`config.mk`:
```
export PLATFORM = sky130hd
export DESIGN_NAME = json_token_scanner
export DESIGN_NICKNAME = d
export VERILOG_FILES = /design/src/jts_pkg.sv /design/src/jts_scan.sv /design/src/jts_fifo.sv /design/src/json_token_scanner.sv
export SDC_FILE = /design/constraint.sdc
export NUM_CORES = 1
export LEC_CHECK = 0
export BUFFER_PORTS_ARGS = -buffer_cell sky130_fd_sc_hd__buf_2
export CAP_MARGIN = 20
export CORE_ASPECT_RATIO = 0.75
export CORE_UTILIZATION = 49
export CTS_BUF_LIST = sky130_fd_sc_hd__clkbuf_2 sky130_fd_sc_hd__clkbuf_4 sky130_fd_sc_hd__clkbuf_8
export DETAILED_ROUTE_END_ITERATION = 8
export GPL_ROUTABILITY_DRIVEN = 0
export PLACE_DENSITY_LB_ADDON = 0.12
export SYNTH_ARGS = -nofsm -noshare
export SYNTH_HDL_FRONTEND = slang
export SYNTH_HIERARCHICAL = 1
export SYNTH_SLANG_ARGS = --single-unit
```
`constraint.sdc`:
```
create_clock -name clock -period 3.9 [get_ports clock]
set_input_delay 0.39 -clock clock [delete_from_list [all_inputs] [get_ports clock]]
set_output_delay 0.39 -clock clock [all_outputs]
set_load 0.01 [all_outputs]
```
`src/jts_pkg.sv`:
```
package jts_pkg;

   localparam int DEF_MAX_LEXEME = 1024;

   // result queue
   localparam int FIFO_DEPTH = 4;
   localparam int FIFO_AW = $clog2(FIFO_DEPTH);
   localparam int FIFO_CW = $clog2(FIFO_DEPTH + 1);

   // token kinds
   localparam logic [3:0] KIND_NONE     = 4'd0;
   localparam logic [3:0] KIND_LBRACE   = 4'd1;
   localparam logic [3:0] KIND_RBRACE   = 4'd2;
   localparam logic [3:0] KIND_LBRACKET = 4'd3;
   localparam logic [3:0] KIND_RBRACKET = 4'd4;
   localparam logic [3:0] KIND_COLON    = 4'd5;
   localparam logic [3:0] KIND_COMMA    = 4'd6;
   localparam logic [3:0] KIND_TRUE     = 4'd7;
   localparam logic [3:0] KIND_STRING   = 4'd10;
   localparam logic [3:0] KIND_NUMBER   = 4'd11;
   localparam logic [3:0] KIND_ERROR    = 4'd12;
   localparam logic [3:0] KIND_END      = 4'd13;

   // characters
   localparam logic [7:0] CH_SPACE  = 8'h20;
   localparam logic [7:0] CH_TAB    = 8'h09;
   localparam logic [7:0] CH_CR     = 8'h0D;
   localparam logic [7:0] CH_QUOTE  = 8'h22;
   localparam logic [7:0] CH_BSLASH = 8'h5C;
   localparam logic [7:0] CH_SLASH  = 8'h2F;
   localparam logic [7:0] CH_LBRACE = 8'h7B;
   localparam logic [7:0] CH_RBRACE = 8'h7D;
   localparam logic [7:0] CH_LBRACK = 8'h5B;
   localparam logic [7:0] CH_RBRACK = 8'h5D;
   localparam logic [7:0] CH_COLON  = 8'h3A;
   localparam logic [7:0] CH_COMMA  = 8'h2C;
   localparam logic [7:0] CH_MINUS  = 8'h2D;
   localparam logic [7:0] CH_PLUS   = 8'h2B;
   localparam logic [7:0] CH_DOT    = 8'h2E;
   localparam logic [7:0] CH_0      = 8'h30;
   localparam logic [7:0] CH_9      = 8'h39;
   localparam logic [7:0] CH_LA     = 8'h61;
   localparam logic [7:0] CH_LZ     = 8'h7A;
   localparam logic [7:0] CH_UA     = 8'h41;
   localparam logic [7:0] CH_UZ     = 8'h5A;
   localparam logic [7:0] CH_LB     = 8'h62;
   localparam logic [7:0] CH_LE     = 8'h65;
   localparam logic [7:0] CH_UE     = 8'h45;
   localparam logic [7:0] CH_LF_    = 8'h66;
   localparam logic [7:0] CH_LN     = 8'h6E;
   localparam logic [7:0] CH_LR     = 8'h72;
   localparam logic [7:0] CH_LT     = 8'h74;

   typedef enum logic [4:0] {
      MODE_START  = 5'b00001,
      MODE_STRING = 5'b00010,
      MODE_ESCAPE = 5'b00100,
      MODE_NUMBER = 5'b01000,
      MODE_IDENT  = 5'b10000
   } mode_type;

   typedef struct packed {
      logic [3:0] kind;
      logic       cv;
      logic [7:0] ch;
   } token_type;

   typedef struct packed {
      token_type tok;
      logic      last;
   } rsp_type;

   typedef struct packed {
      logic [1:0] num;
      rsp_type    first;
      rsp_type    second;
   } push_type;

   function automatic token_type tok_char(input logic [7:0] c);
      token_type t;
      t.kind = KIND_NONE;
      t.cv = 1'b1;
      t.ch = c;
      return t;
   endfunction

   function automatic token_type tok_kind(input logic [3:0] k);
      token_type t;
      t.kind = k;
      t.cv = 1'b0;
      t.ch = 8'h00;
      return t;
   endfunction

   // keyword text: 0 true, 1 false, 2 null
   function automatic logic [7:0] kw_char(input logic [1:0] k, input logic [2:0] idx);
      logic [7:0] r;
      r = 8'h00;
      unique case (k)
         2'd0: begin
            unique case (idx)
               3'd0: r = "t";
               3'd1: r = "r";
               3'd2: r = "u";
               3'd3: r = "e";
               default: r = 8'h00;
            endcase
         end
         2'd1: begin
            unique case (idx)
               3'd0: r = "f";
               3'd1: r = "a";
               3'd2: r = "l";
               3'd3: r = "s";
               3'd4: r = "e";
               default: r = 8'h00;
            endcase
         end
         2'd2: begin
            unique case (idx)
               3'd0: r = "n";
               3'd1: r = "u";
               3'd2: r = "l";
               3'd3: r = "l";
               default: r = 8'h00;
            endcase
         end
         default: r = 8'h00;
      endcase
      return r;
   endfunction

   function automatic logic [2:0] kw_len(input logic [1:0] k);
      logic [2:0] r;
      unique case (k)
         2'd1: r = 3'd5;
         default: r = 3'd4;
      endcase
      return r;
   endfunction

endpackage

```
`src/jts_scan.sv`:
```
module jts_scan #(
   parameter int MAX_LEXEME = jts_pkg::DEF_MAX_LEXEME
) (
   input  logic              clock,
   input  logic              reset,
   input  logic              req_valid,
   output logic              req_stall,
   input  logic [7:0]        req_in_byte,
   input  logic              req_end_of_text,
   input  logic              fifo_room,
   output jts_pkg::push_type push
);
   import jts_pkg::*;

   localparam int CW = $clog2(MAX_LEXEME);
   localparam logic [CW-1:0] CNT_LAST = CW'(MAX_LEXEME - 1);

   logic          item_valid_ff;
   logic [7:0]    byte_ff;
   logic          eot_ff;
   mode_type      mode_ff, mode_in;
   logic [CW-1:0] cnt_ff, cnt_in;
   logic [2:0]    kw_ff, kw_in;
   logic          consume;

   logic          is_space, is_digit, is_alpha, is_num, is_esc, is_punct;
   logic [3:0]    punct_kind;
   logic [2:0]    kw_first, kw_next;
   logic [3:0]    id_kind;
   logic          ap_ovf;

   logic          st_emit;
   token_type     st_tok;
   mode_type      st_mode;
   logic [CW-1:0] st_cnt;
   logic [2:0]    st_kw;

   logic [1:0]    n;
   token_type     r0, r1;

   function automatic logic [2:0] kw_step(input logic [2:0] base, input logic [CW-1:0] idx,
                                          input logic [7:0] ch);
      logic [2:0] r;
      r = base;
      for (int i = 0; i < 3; i++) begin
         if (idx >= CW'(kw_len(2'(i))) || kw_char(2'(i), idx[2:0]) != ch)
            r[i] = 1'b0;
      end
      return r;
   endfunction

   assign consume   = item_valid_ff && fifo_room;
   assign req_stall = item_valid_ff && !fifo_room;

   always_ff @(posedge clock) begin
      if (reset) begin
         item_valid_ff <= 1'b0;
      end else if (!req_stall) begin
         item_valid_ff <= req_valid;
      end
   end

   always_ff @(posedge clock) begin
      if (req_valid && !req_stall) begin
         byte_ff <= req_in_byte;
         eot_ff  <= req_end_of_text;
      end
   end

   always_ff @(posedge clock) begin
      if (reset) begin
         mode_ff <= MODE_START;
         cnt_ff  <= '0;
         kw_ff   <= 3'b111;
      end else if (consume) begin
         mode_ff <= mode_in;
         cnt_ff  <= cnt_in;
         kw_ff   <= kw_in;
      end
   end

   // character classes
   always_comb begin
      is_space = byte_ff == CH_SPACE || (byte_ff >= CH_TAB && byte_ff <= CH_CR);
      is_digit = byte_ff >= CH_0 && byte_ff <= CH_9;
      is_alpha = (byte_ff >= CH_LA && byte_ff <= CH_LZ) || (byte_ff >= CH_UA && byte_ff <= CH_UZ);
      is_num   = is_digit || byte_ff == CH_DOT || byte_ff == CH_LE || byte_ff == CH_UE ||
                 byte_ff == CH_PLUS || byte_ff == CH_MINUS;
      is_esc   = byte_ff == CH_QUOTE || byte_ff == CH_BSLASH || byte_ff == CH_SLASH ||
                 byte_ff == CH_LB || byte_ff == CH_LF_ || byte_ff == CH_LN ||
                 byte_ff == CH_LR || byte_ff == CH_LT;
      is_punct   = 1'b1;
      punct_kind = KIND_NONE;
      priority if (byte_ff == CH_LBRACE) punct_kind = KIND_LBRACE;
      else if (byte_ff == CH_RBRACE)     punct_kind = KIND_RBRACE;
      else if (byte_ff == CH_LBRACK)     punct_kind = KIND_LBRACKET;
      else if (byte_ff == CH_RBRACK)     punct_kind = KIND_RBRACKET;
      else if (byte_ff == CH_COLON)      punct_kind = KIND_COLON;
      else if (byte_ff == CH_COMMA)      punct_kind = KIND_COMMA;
      else                               is_punct = 1'b0;
   end

   assign kw_first = kw_step(3'b111, '0, byte_ff);
   assign kw_next  = kw_step(kw_ff, cnt_ff, byte_ff);
   assign ap_ovf   = cnt_ff == CNT_LAST;

   // first keyword that matches over its full length wins
   always_comb begin
      id_kind = KIND_ERROR;
      for (int i = 2; i >= 0; i--) begin
         if (kw_ff[i] && cnt_ff == CW'(kw_len(2'(i))))
            id_kind = KIND_TRUE + 4'(i);
      end
   end

   // byte handled in start state, lexeme count taken as zero
   always_comb begin
      st_emit = 1'b0;
      st_tok  = tok_kind(KIND_NONE);
      st_mode = MODE_START;
      st_cnt  = '0;
      st_kw   = kw_ff;
      priority if (is_space) begin
      end else if (is_punct) begin
         st_emit = 1'b1;
         st_tok  = tok_kind(punct_kind);
      end else if (byte_ff == CH_QUOTE) begin
         st_mode = MODE_STRING;
      end else if (is_digit || byte_ff == CH_MINUS) begin
         st_emit = 1'b1;
         st_tok  = tok_char(byte_ff);
         st_mode = MODE_NUMBER;
         st_cnt  = CW'(1);
      end else if (is_alpha) begin
         st_emit = 1'b1;
         st_tok  = tok_char(byte_ff);
         st_mode = MODE_IDENT;
         st_cnt  = CW'(1);
         st_kw   = kw_first;
      end else begin
         st_emit = 1'b1;
         st_tok  = tok_kind(KIND_ERROR);
      end
   end

   always_comb begin
      n       = 2'd0;
      r0      = tok_kind(KIND_NONE);
      r1      = tok_kind(KIND_NONE);
      mode_in = mode_ff;
      cnt_in  = cnt_ff;
      kw_in   = kw_ff;
      if (eot_ff) begin
         mode_in = MODE_START;
         cnt_in  = '0;
         kw_in   = 3'b111;
         if (mode_ff == MODE_START) begin
            n  = 2'd1;
            r0 = tok_kind(KIND_END);
         end else begin
            n  = 2'd2;
            r1 = tok_kind(KIND_END);
            unique case (mode_ff)
               MODE_NUMBER: r0 = tok_kind(KIND_NUMBER);
               MODE_IDENT:  r0 = tok_kind(id_kind);
               default:     r0 = tok_kind(KIND_ERROR);
            endcase
         end
      end else begin
         unique case (mode_ff)
            MODE_STRING, MODE_ESCAPE, MODE_NUMBER, MODE_IDENT: begin
               if (mode_ff == MODE_STRING && byte_ff == CH_QUOTE) begin
                  n       = 2'd1;
                  r0      = tok_kind(KIND_STRING);
                  mode_in = MODE_START;
                  cnt_in  = '0;
               end else if (mode_ff == MODE_STRING && byte_ff == CH_BSLASH) begin
                  mode_in = MODE_ESCAPE;
               end else if ((mode_ff == MODE_ESCAPE && !is_esc) ||
                            (mode_ff == MODE_NUMBER && !is_num) ||
                            (mode_ff == MODE_IDENT && !is_alpha)) begin
                  // run ends; escape failure just reports error
                  n = 2'd1;
                  if (mode_ff == MODE_ESCAPE) begin
                     r0      = tok_kind(KIND_ERROR);
                     mode_in = MODE_START;
                     cnt_in  = '0;
                  end else begin
                     r0      = tok_kind(mode_ff == MODE_NUMBER ? KIND_NUMBER : id_kind);
                     mode_in = st_mode;
                     cnt_in  = st_cnt;
                     kw_in   = st_kw;
                     if (st_emit) begin
                        n  = 2'd2;
                        r1 = st_tok;
                     end
                  end
               end else begin
                  // append lexeme byte, or report an error when the lexeme is full
                  n = 2'd1;
                  if (ap_ovf) begin
                     r0      = tok_kind(KIND_ERROR);
                     mode_in = MODE_START;
                     cnt_in  = '0;
                  end else begin
                     r0     = tok_char(byte_ff);
                     cnt_in = cnt_ff + CW'(1);
                     if (mode_ff == MODE_ESCAPE)
                        mode_in = MODE_STRING;
                     if (mode_ff == MODE_IDENT)
                        kw_in = kw_next;
                  end
               end
            end
            default: begin
               n       = {1'b0, st_emit};
               r0      = st_tok;
               mode_in = st_mode;
               cnt_in  = st_cnt;
               kw_in   = st_kw;
            end
         endcase
      end
   end

   always_comb begin
      push.num         = consume ? n : 2'd0;
      push.first.tok   = r0;
      push.first.last  = n == 2'd1;
      push.second.tok  = r1;
      push.second.last = 1'b1;
   end

endmodule

```
`src/jts_fifo.sv`:
```
module jts_fifo (
   input  logic              clock,
   input  logic              reset,
   input  jts_pkg::push_type push,
   output logic              fifo_room,
   output logic              rsp_valid,
   input  logic              rsp_stall,
   output jts_pkg::rsp_type  rsp_data
);
   import jts_pkg::*;

   rsp_type              mem_ff [FIFO_DEPTH];
   logic [FIFO_AW-1:0]   wr_ptr_ff, wr_ptr_in;
   logic [FIFO_AW-1:0]   rd_ptr_ff, rd_ptr_in;
   logic [FIFO_CW-1:0]   count_ff, count_in;
   logic                 pop;

   assign rsp_valid = count_ff != '0;
   assign rsp_data  = mem_ff[rd_ptr_ff];
   assign pop       = rsp_valid && !rsp_stall;
   // room for the two results one request may give
   assign fifo_room = count_ff <= FIFO_CW'(FIFO_DEPTH - 2);

   always_comb begin
      wr_ptr_in = wr_ptr_ff + FIFO_AW'(push.num);
      rd_ptr_in = rd_ptr_ff + FIFO_AW'(pop);
      count_in  = count_ff + FIFO_CW'(push.num) - FIFO_CW'(pop);
   end

   always_ff @(posedge clock) begin
      if (reset) begin
         wr_ptr_ff <= '0;
         rd_ptr_ff <= '0;
         count_ff  <= '0;
      end else begin
         wr_ptr_ff <= wr_ptr_in;
         rd_ptr_ff <= rd_ptr_in;
         count_ff  <= count_in;
      end
   end

   always_ff @(posedge clock) begin
      if (push.num != 2'd0)
         mem_ff[wr_ptr_ff] <= push.first;
      if (push.num == 2'd2)
         mem_ff[wr_ptr_ff + FIFO_AW'(1)] <= push.second;
   end

endmodule

```
`src/json_token_scanner.sv`:
```
// Requests are registered in the scan stage; their results are written to the
// result queue, which drives the rsp port. Throughput: one request per cycle while
// each gives at most one result and the queue has room for two; a request giving
// two results (run end plus terminating byte) takes two of the 4 queue entries.
// Reset: synchronous, active high; scan state returns to start, queue empties.
module json_token_scanner #(
   parameter int MAX_LEXEME = jts_pkg::DEF_MAX_LEXEME
) (
   input  logic       clock,
   input  logic       reset,
   input  logic       req_valid,
   output logic       req_stall,
   input  logic [7:0] req_in_byte,
   input  logic       req_end_of_text,
   output logic       rsp_valid,
   input  logic       rsp_stall,
   output logic [3:0] rsp_token_kind,
   output logic       rsp_char_valid,
   output logic [7:0] rsp_char_out,
   output logic       rsp_last_of_run
);
   import jts_pkg::*;

   push_type push;
   rsp_type  rsp_data;
   logic     fifo_room;

   jts_scan #(
      .MAX_LEXEME(MAX_LEXEME)
   ) u_scan (
      .clock          (clock),
      .reset          (reset),
      .req_valid      (req_valid),
      .req_stall      (req_stall),
      .req_in_byte    (req_in_byte),
      .req_end_of_text(req_end_of_text),
      .fifo_room      (fifo_room),
      .push           (push)
   );

   jts_fifo u_fifo (
      .clock    (clock),
      .reset    (reset),
      .push     (push),
      .fifo_room(fifo_room),
      .rsp_valid(rsp_valid),
      .rsp_stall(rsp_stall),
      .rsp_data (rsp_data)
   );

   assign rsp_token_kind  = rsp_data.tok.kind;
   assign rsp_char_valid  = rsp_data.tok.cv;
   assign rsp_char_out    = rsp_data.tok.ch;
   assign rsp_last_of_run = rsp_data.last;

endmodule

```
==> impl_results.md <==
- Fin crit period: 3670 ps
- Die area: 0.0131 mm2
- Sequential fraction of the synthesis area: 40.0%
- Largest net degree at the start of global routing: 32
- Reg2reg setup slack: 230 ps
- Kind of critical path: reg2reg
- Hold_sp: req_in_byte[4]
- Synth Net Count: 595
- CP Launch Type: register
- Setup TNS: 0 ps
- Antenna viol nets, final: 0
- Clk Tree Root Cell: clkbuf_8
- Status: complete, no violations
- Peak VDD IR: 0.261 mV
- Max Clock Skew: 17.8 ps
- Placement Rows: 35
- Final wirelength: 15.5 mm
- Worst-Margin Slew: 1030 ps
- CTS Sinks: 91
- End of the critical path: u_fifo/mem_ff[1][6]
- Register-to-Register Path Depth: 12
- CTS clk-pin slew, worst paths: 100 ps
- Die Y: 99.3 um
- N_diodes: 0
- Worst Hold Class: in2reg
- Post-Syn Area: 0.00618 mm2
- Top FF cell, synth: edfxtp_1
- Register bit total from synthesis: 91
- Initial Utilization: 50.2%
- Req. time, crit path: 4020 ps
- Synth-to-layout area growth: 9.17%
- Fin. Hold Viols: 0
- RSZ-0062 raised after global routing: false
- Initial antenna violation count: 0
- Hpwl dp: 11.1 mm
- LEAKAGE: 2.41 nW
- Chip width: 132 um
- Post-cts sizing count: 0
- Final #Nets: 626
- First-pass GRT wire length: 25.2 mm
- Share of layout cells above drive strength 1: 28.9%
- PwrDens: 371 mW/mm2
- Clk Latency, worst-skew pair: 380 ps
- Slew Limit Fails: 0
- Crit path DAT: 3790 ps
- R2R Path End: u_fifo/mem_ff[1][6]
- Vias in the first global route: 4551
- CP Max Fanout: 14
- Pre-antenna DRT Iters: 5
- Wire per inst: 20.0 um
- Power after layout: 2.50 mW
- All-Layer GR Usage: 25.0%
- CTS H-tree depth: 3
- Via count: 4819
- Longest Clk Path Bufs: 2
- Syn Inst Count: 573
- Yosys warning total: 6
- Worst relative slew slack: 31.0%
- Core region area: 0.0123 mm2
- Post-CTS Setup Inserts: 0
- Final Cycle Share: 94.1%
- Worst Setup End Kind: register
- Grt total ovfl: 0
- CTS buffer count: 9
- Fraction of registers with async set/reset: 0%
- Number of flops mapped to enable cells by yosys: 65
- FMAX: 0.272 GHz
- DRC Markers: 0
- Number of DRC markers in iteration 0: 615
- I/O Pins: 29
- Beginning of the critical path: u_scan/byte_ff[2]
- Number of port buffers: 28
- Vias per std cell: 6.22
- Mean Syn Cell Area: 10.8 um2
- R2R Path Start: u_scan/byte_ff[2]
- Cts hold-fix bufs: 0
- Max cap viols: 0
- Setup violations, final: 0
- TritonCTS clock tree: yes
- Unique masters post-synth: 89
## cell usage after synthesis, types with 5 or more instances
library cell	instances	area [um2]
mux2_4	19	285
dfxtp_1	26	521
mux2_2	37	417
clkbuf_1	16	60.1
and2_1	14	87.6
nand3_1	15	75.1
nand2b_1	12	75.1
nor2b_1	10	62.6
nor3_1	18	90.1
edfxtp_1	65	1950
inv_1	14	52.6
buf_2	10	50.1
o21ai_0	18	90.1
nor2_1	37	139
ha_1	8	100
buf_6	8	90.1
nand4_1	7	43.8
and3_1	16	100
mux2i_1	5	50.1
xnor2_1	7	61.3
nor4_1	12	75.1
a21oi_1	28	140
o31ai_1	6	45.0
a31oi_1	6	37.5
mux4_2	14	315
or3_1	10	62.6
nand2_1	31	116
## critical path, cell delays in order (launching register included)
cell and delay [ps]:
edfxtp_1 530, buf_4 250, xnor2_1 190, nor4b_1 80, or4_4 580, and2_1 200
mux2i_1 200, nor2_1 90, o2111a_1 270, buf_4 170, nor4_4 190, buf_4 300
mux2_2 370
## kinds of logic after synthesis
family / Yosys count / synth area share [%]
xor gates and xnor gates: 10 / 1.42
other: 2 / 0.121
adders and majority gates: 9 / 1.94
DFF: 91 / 40.0
buffers and inverters: 54 / 5.14
AOI/OAI and AO/OA: 107 / 12.4
muxes: 76 / 17.4
and+or+nand+nor: 224 / 21.5
## how the worst min path moves through the flow
stage,to,cells past startpoint
after floorplan,u_fifo/rd_ptr_ff[0],1
after global placement,u_scan/kw_ff[1],2
after detailed placement,u_scan/kw_ff[1],2
after CTS,u_scan/byte_ff[4],1
after global routing,u_scan/eot_ff,1
final,u_scan/byte_ff[4],1
## registers in the layout, indices dropped and copies added, names as in the netlist
signal / flops
u_scan/item_valid_ff: 1
u_scan/eot_ff: 1
u_scan/kw_ff: 3
u_fifo/count_ff: 3
u_scan/byte_ff: 8
u_fifo/wr_ptr_ff: 2
u_scan/mode_ff: 5
u_fifo/mem_ff: 56
u_fifo/rd_ptr_ff: 2
u_scan/cnt_ff: 10
## per-stage QoR
stage	instance area, um2	setup slack (ps)	util (%)	hold WS (ps)	std cells
6_report	6750	230	54.9	181	775
5_1_grt	6750	45.0	54.9	174	775
4_1_cts	6720	210	54.6	169	774
3_5_place_dp	6520	244	53.0	485	758
3_3_place_gp	6520	348	53.0	477	758
2_1_floorplan	6190	201	-	459	573
## routing by layer
metal / GRT usage, % / up-vias / share of wire, %
met3: 5.50 / 15 / 8.2
met1: 37.4 / 2343 / 49
li1: - / 2246 / -
met2: 37.0 / 215 / 42
met5: 0 / - / 0
met4: 5.37 / 0 / 1.0
## power breakdown
group	leakage (nW)	switching [mW]	internal [mW]	total [mW]
Clock	0.0969	0.362	0.309	0.672
Sequential	0.807	0.0647	1.11	1.17
Combinational	1.50	0.351	0.308	0.659
## layout make-up
class | instances | area [um2]
Fill cell | 1094 | 5560
Multi-Input combinational cell | 428 | 3400
Sequential cell | 91 | 2470
Clock inverter | 6 | 71.3
Tap cell | 166 | 208
Clock buffer | 10 | 131
Timing Repair Buffer | 60 | 413
Inverter | 14 | 52.6
## layout by cell type, fill, tap and decap left out, drive strengths merged, types with 6 or more instances in the layout
cell type and count:
o21ai 20, nand4 7, and3 17, dfxtp 26, nor3 22, o31ai 6
nand2b 12, nand2 31, nor4 13, mux2 57, nor2b 11, clkbuf 10
mux4 14, nand3 17, inv 16, nor2 38, a31oi 6, xnor2 7
or3 11, and2 14, edfxtp 65, buf 60, ha 8, a21oi 29
Note: power is estimated with default switching activity, not from simulation.
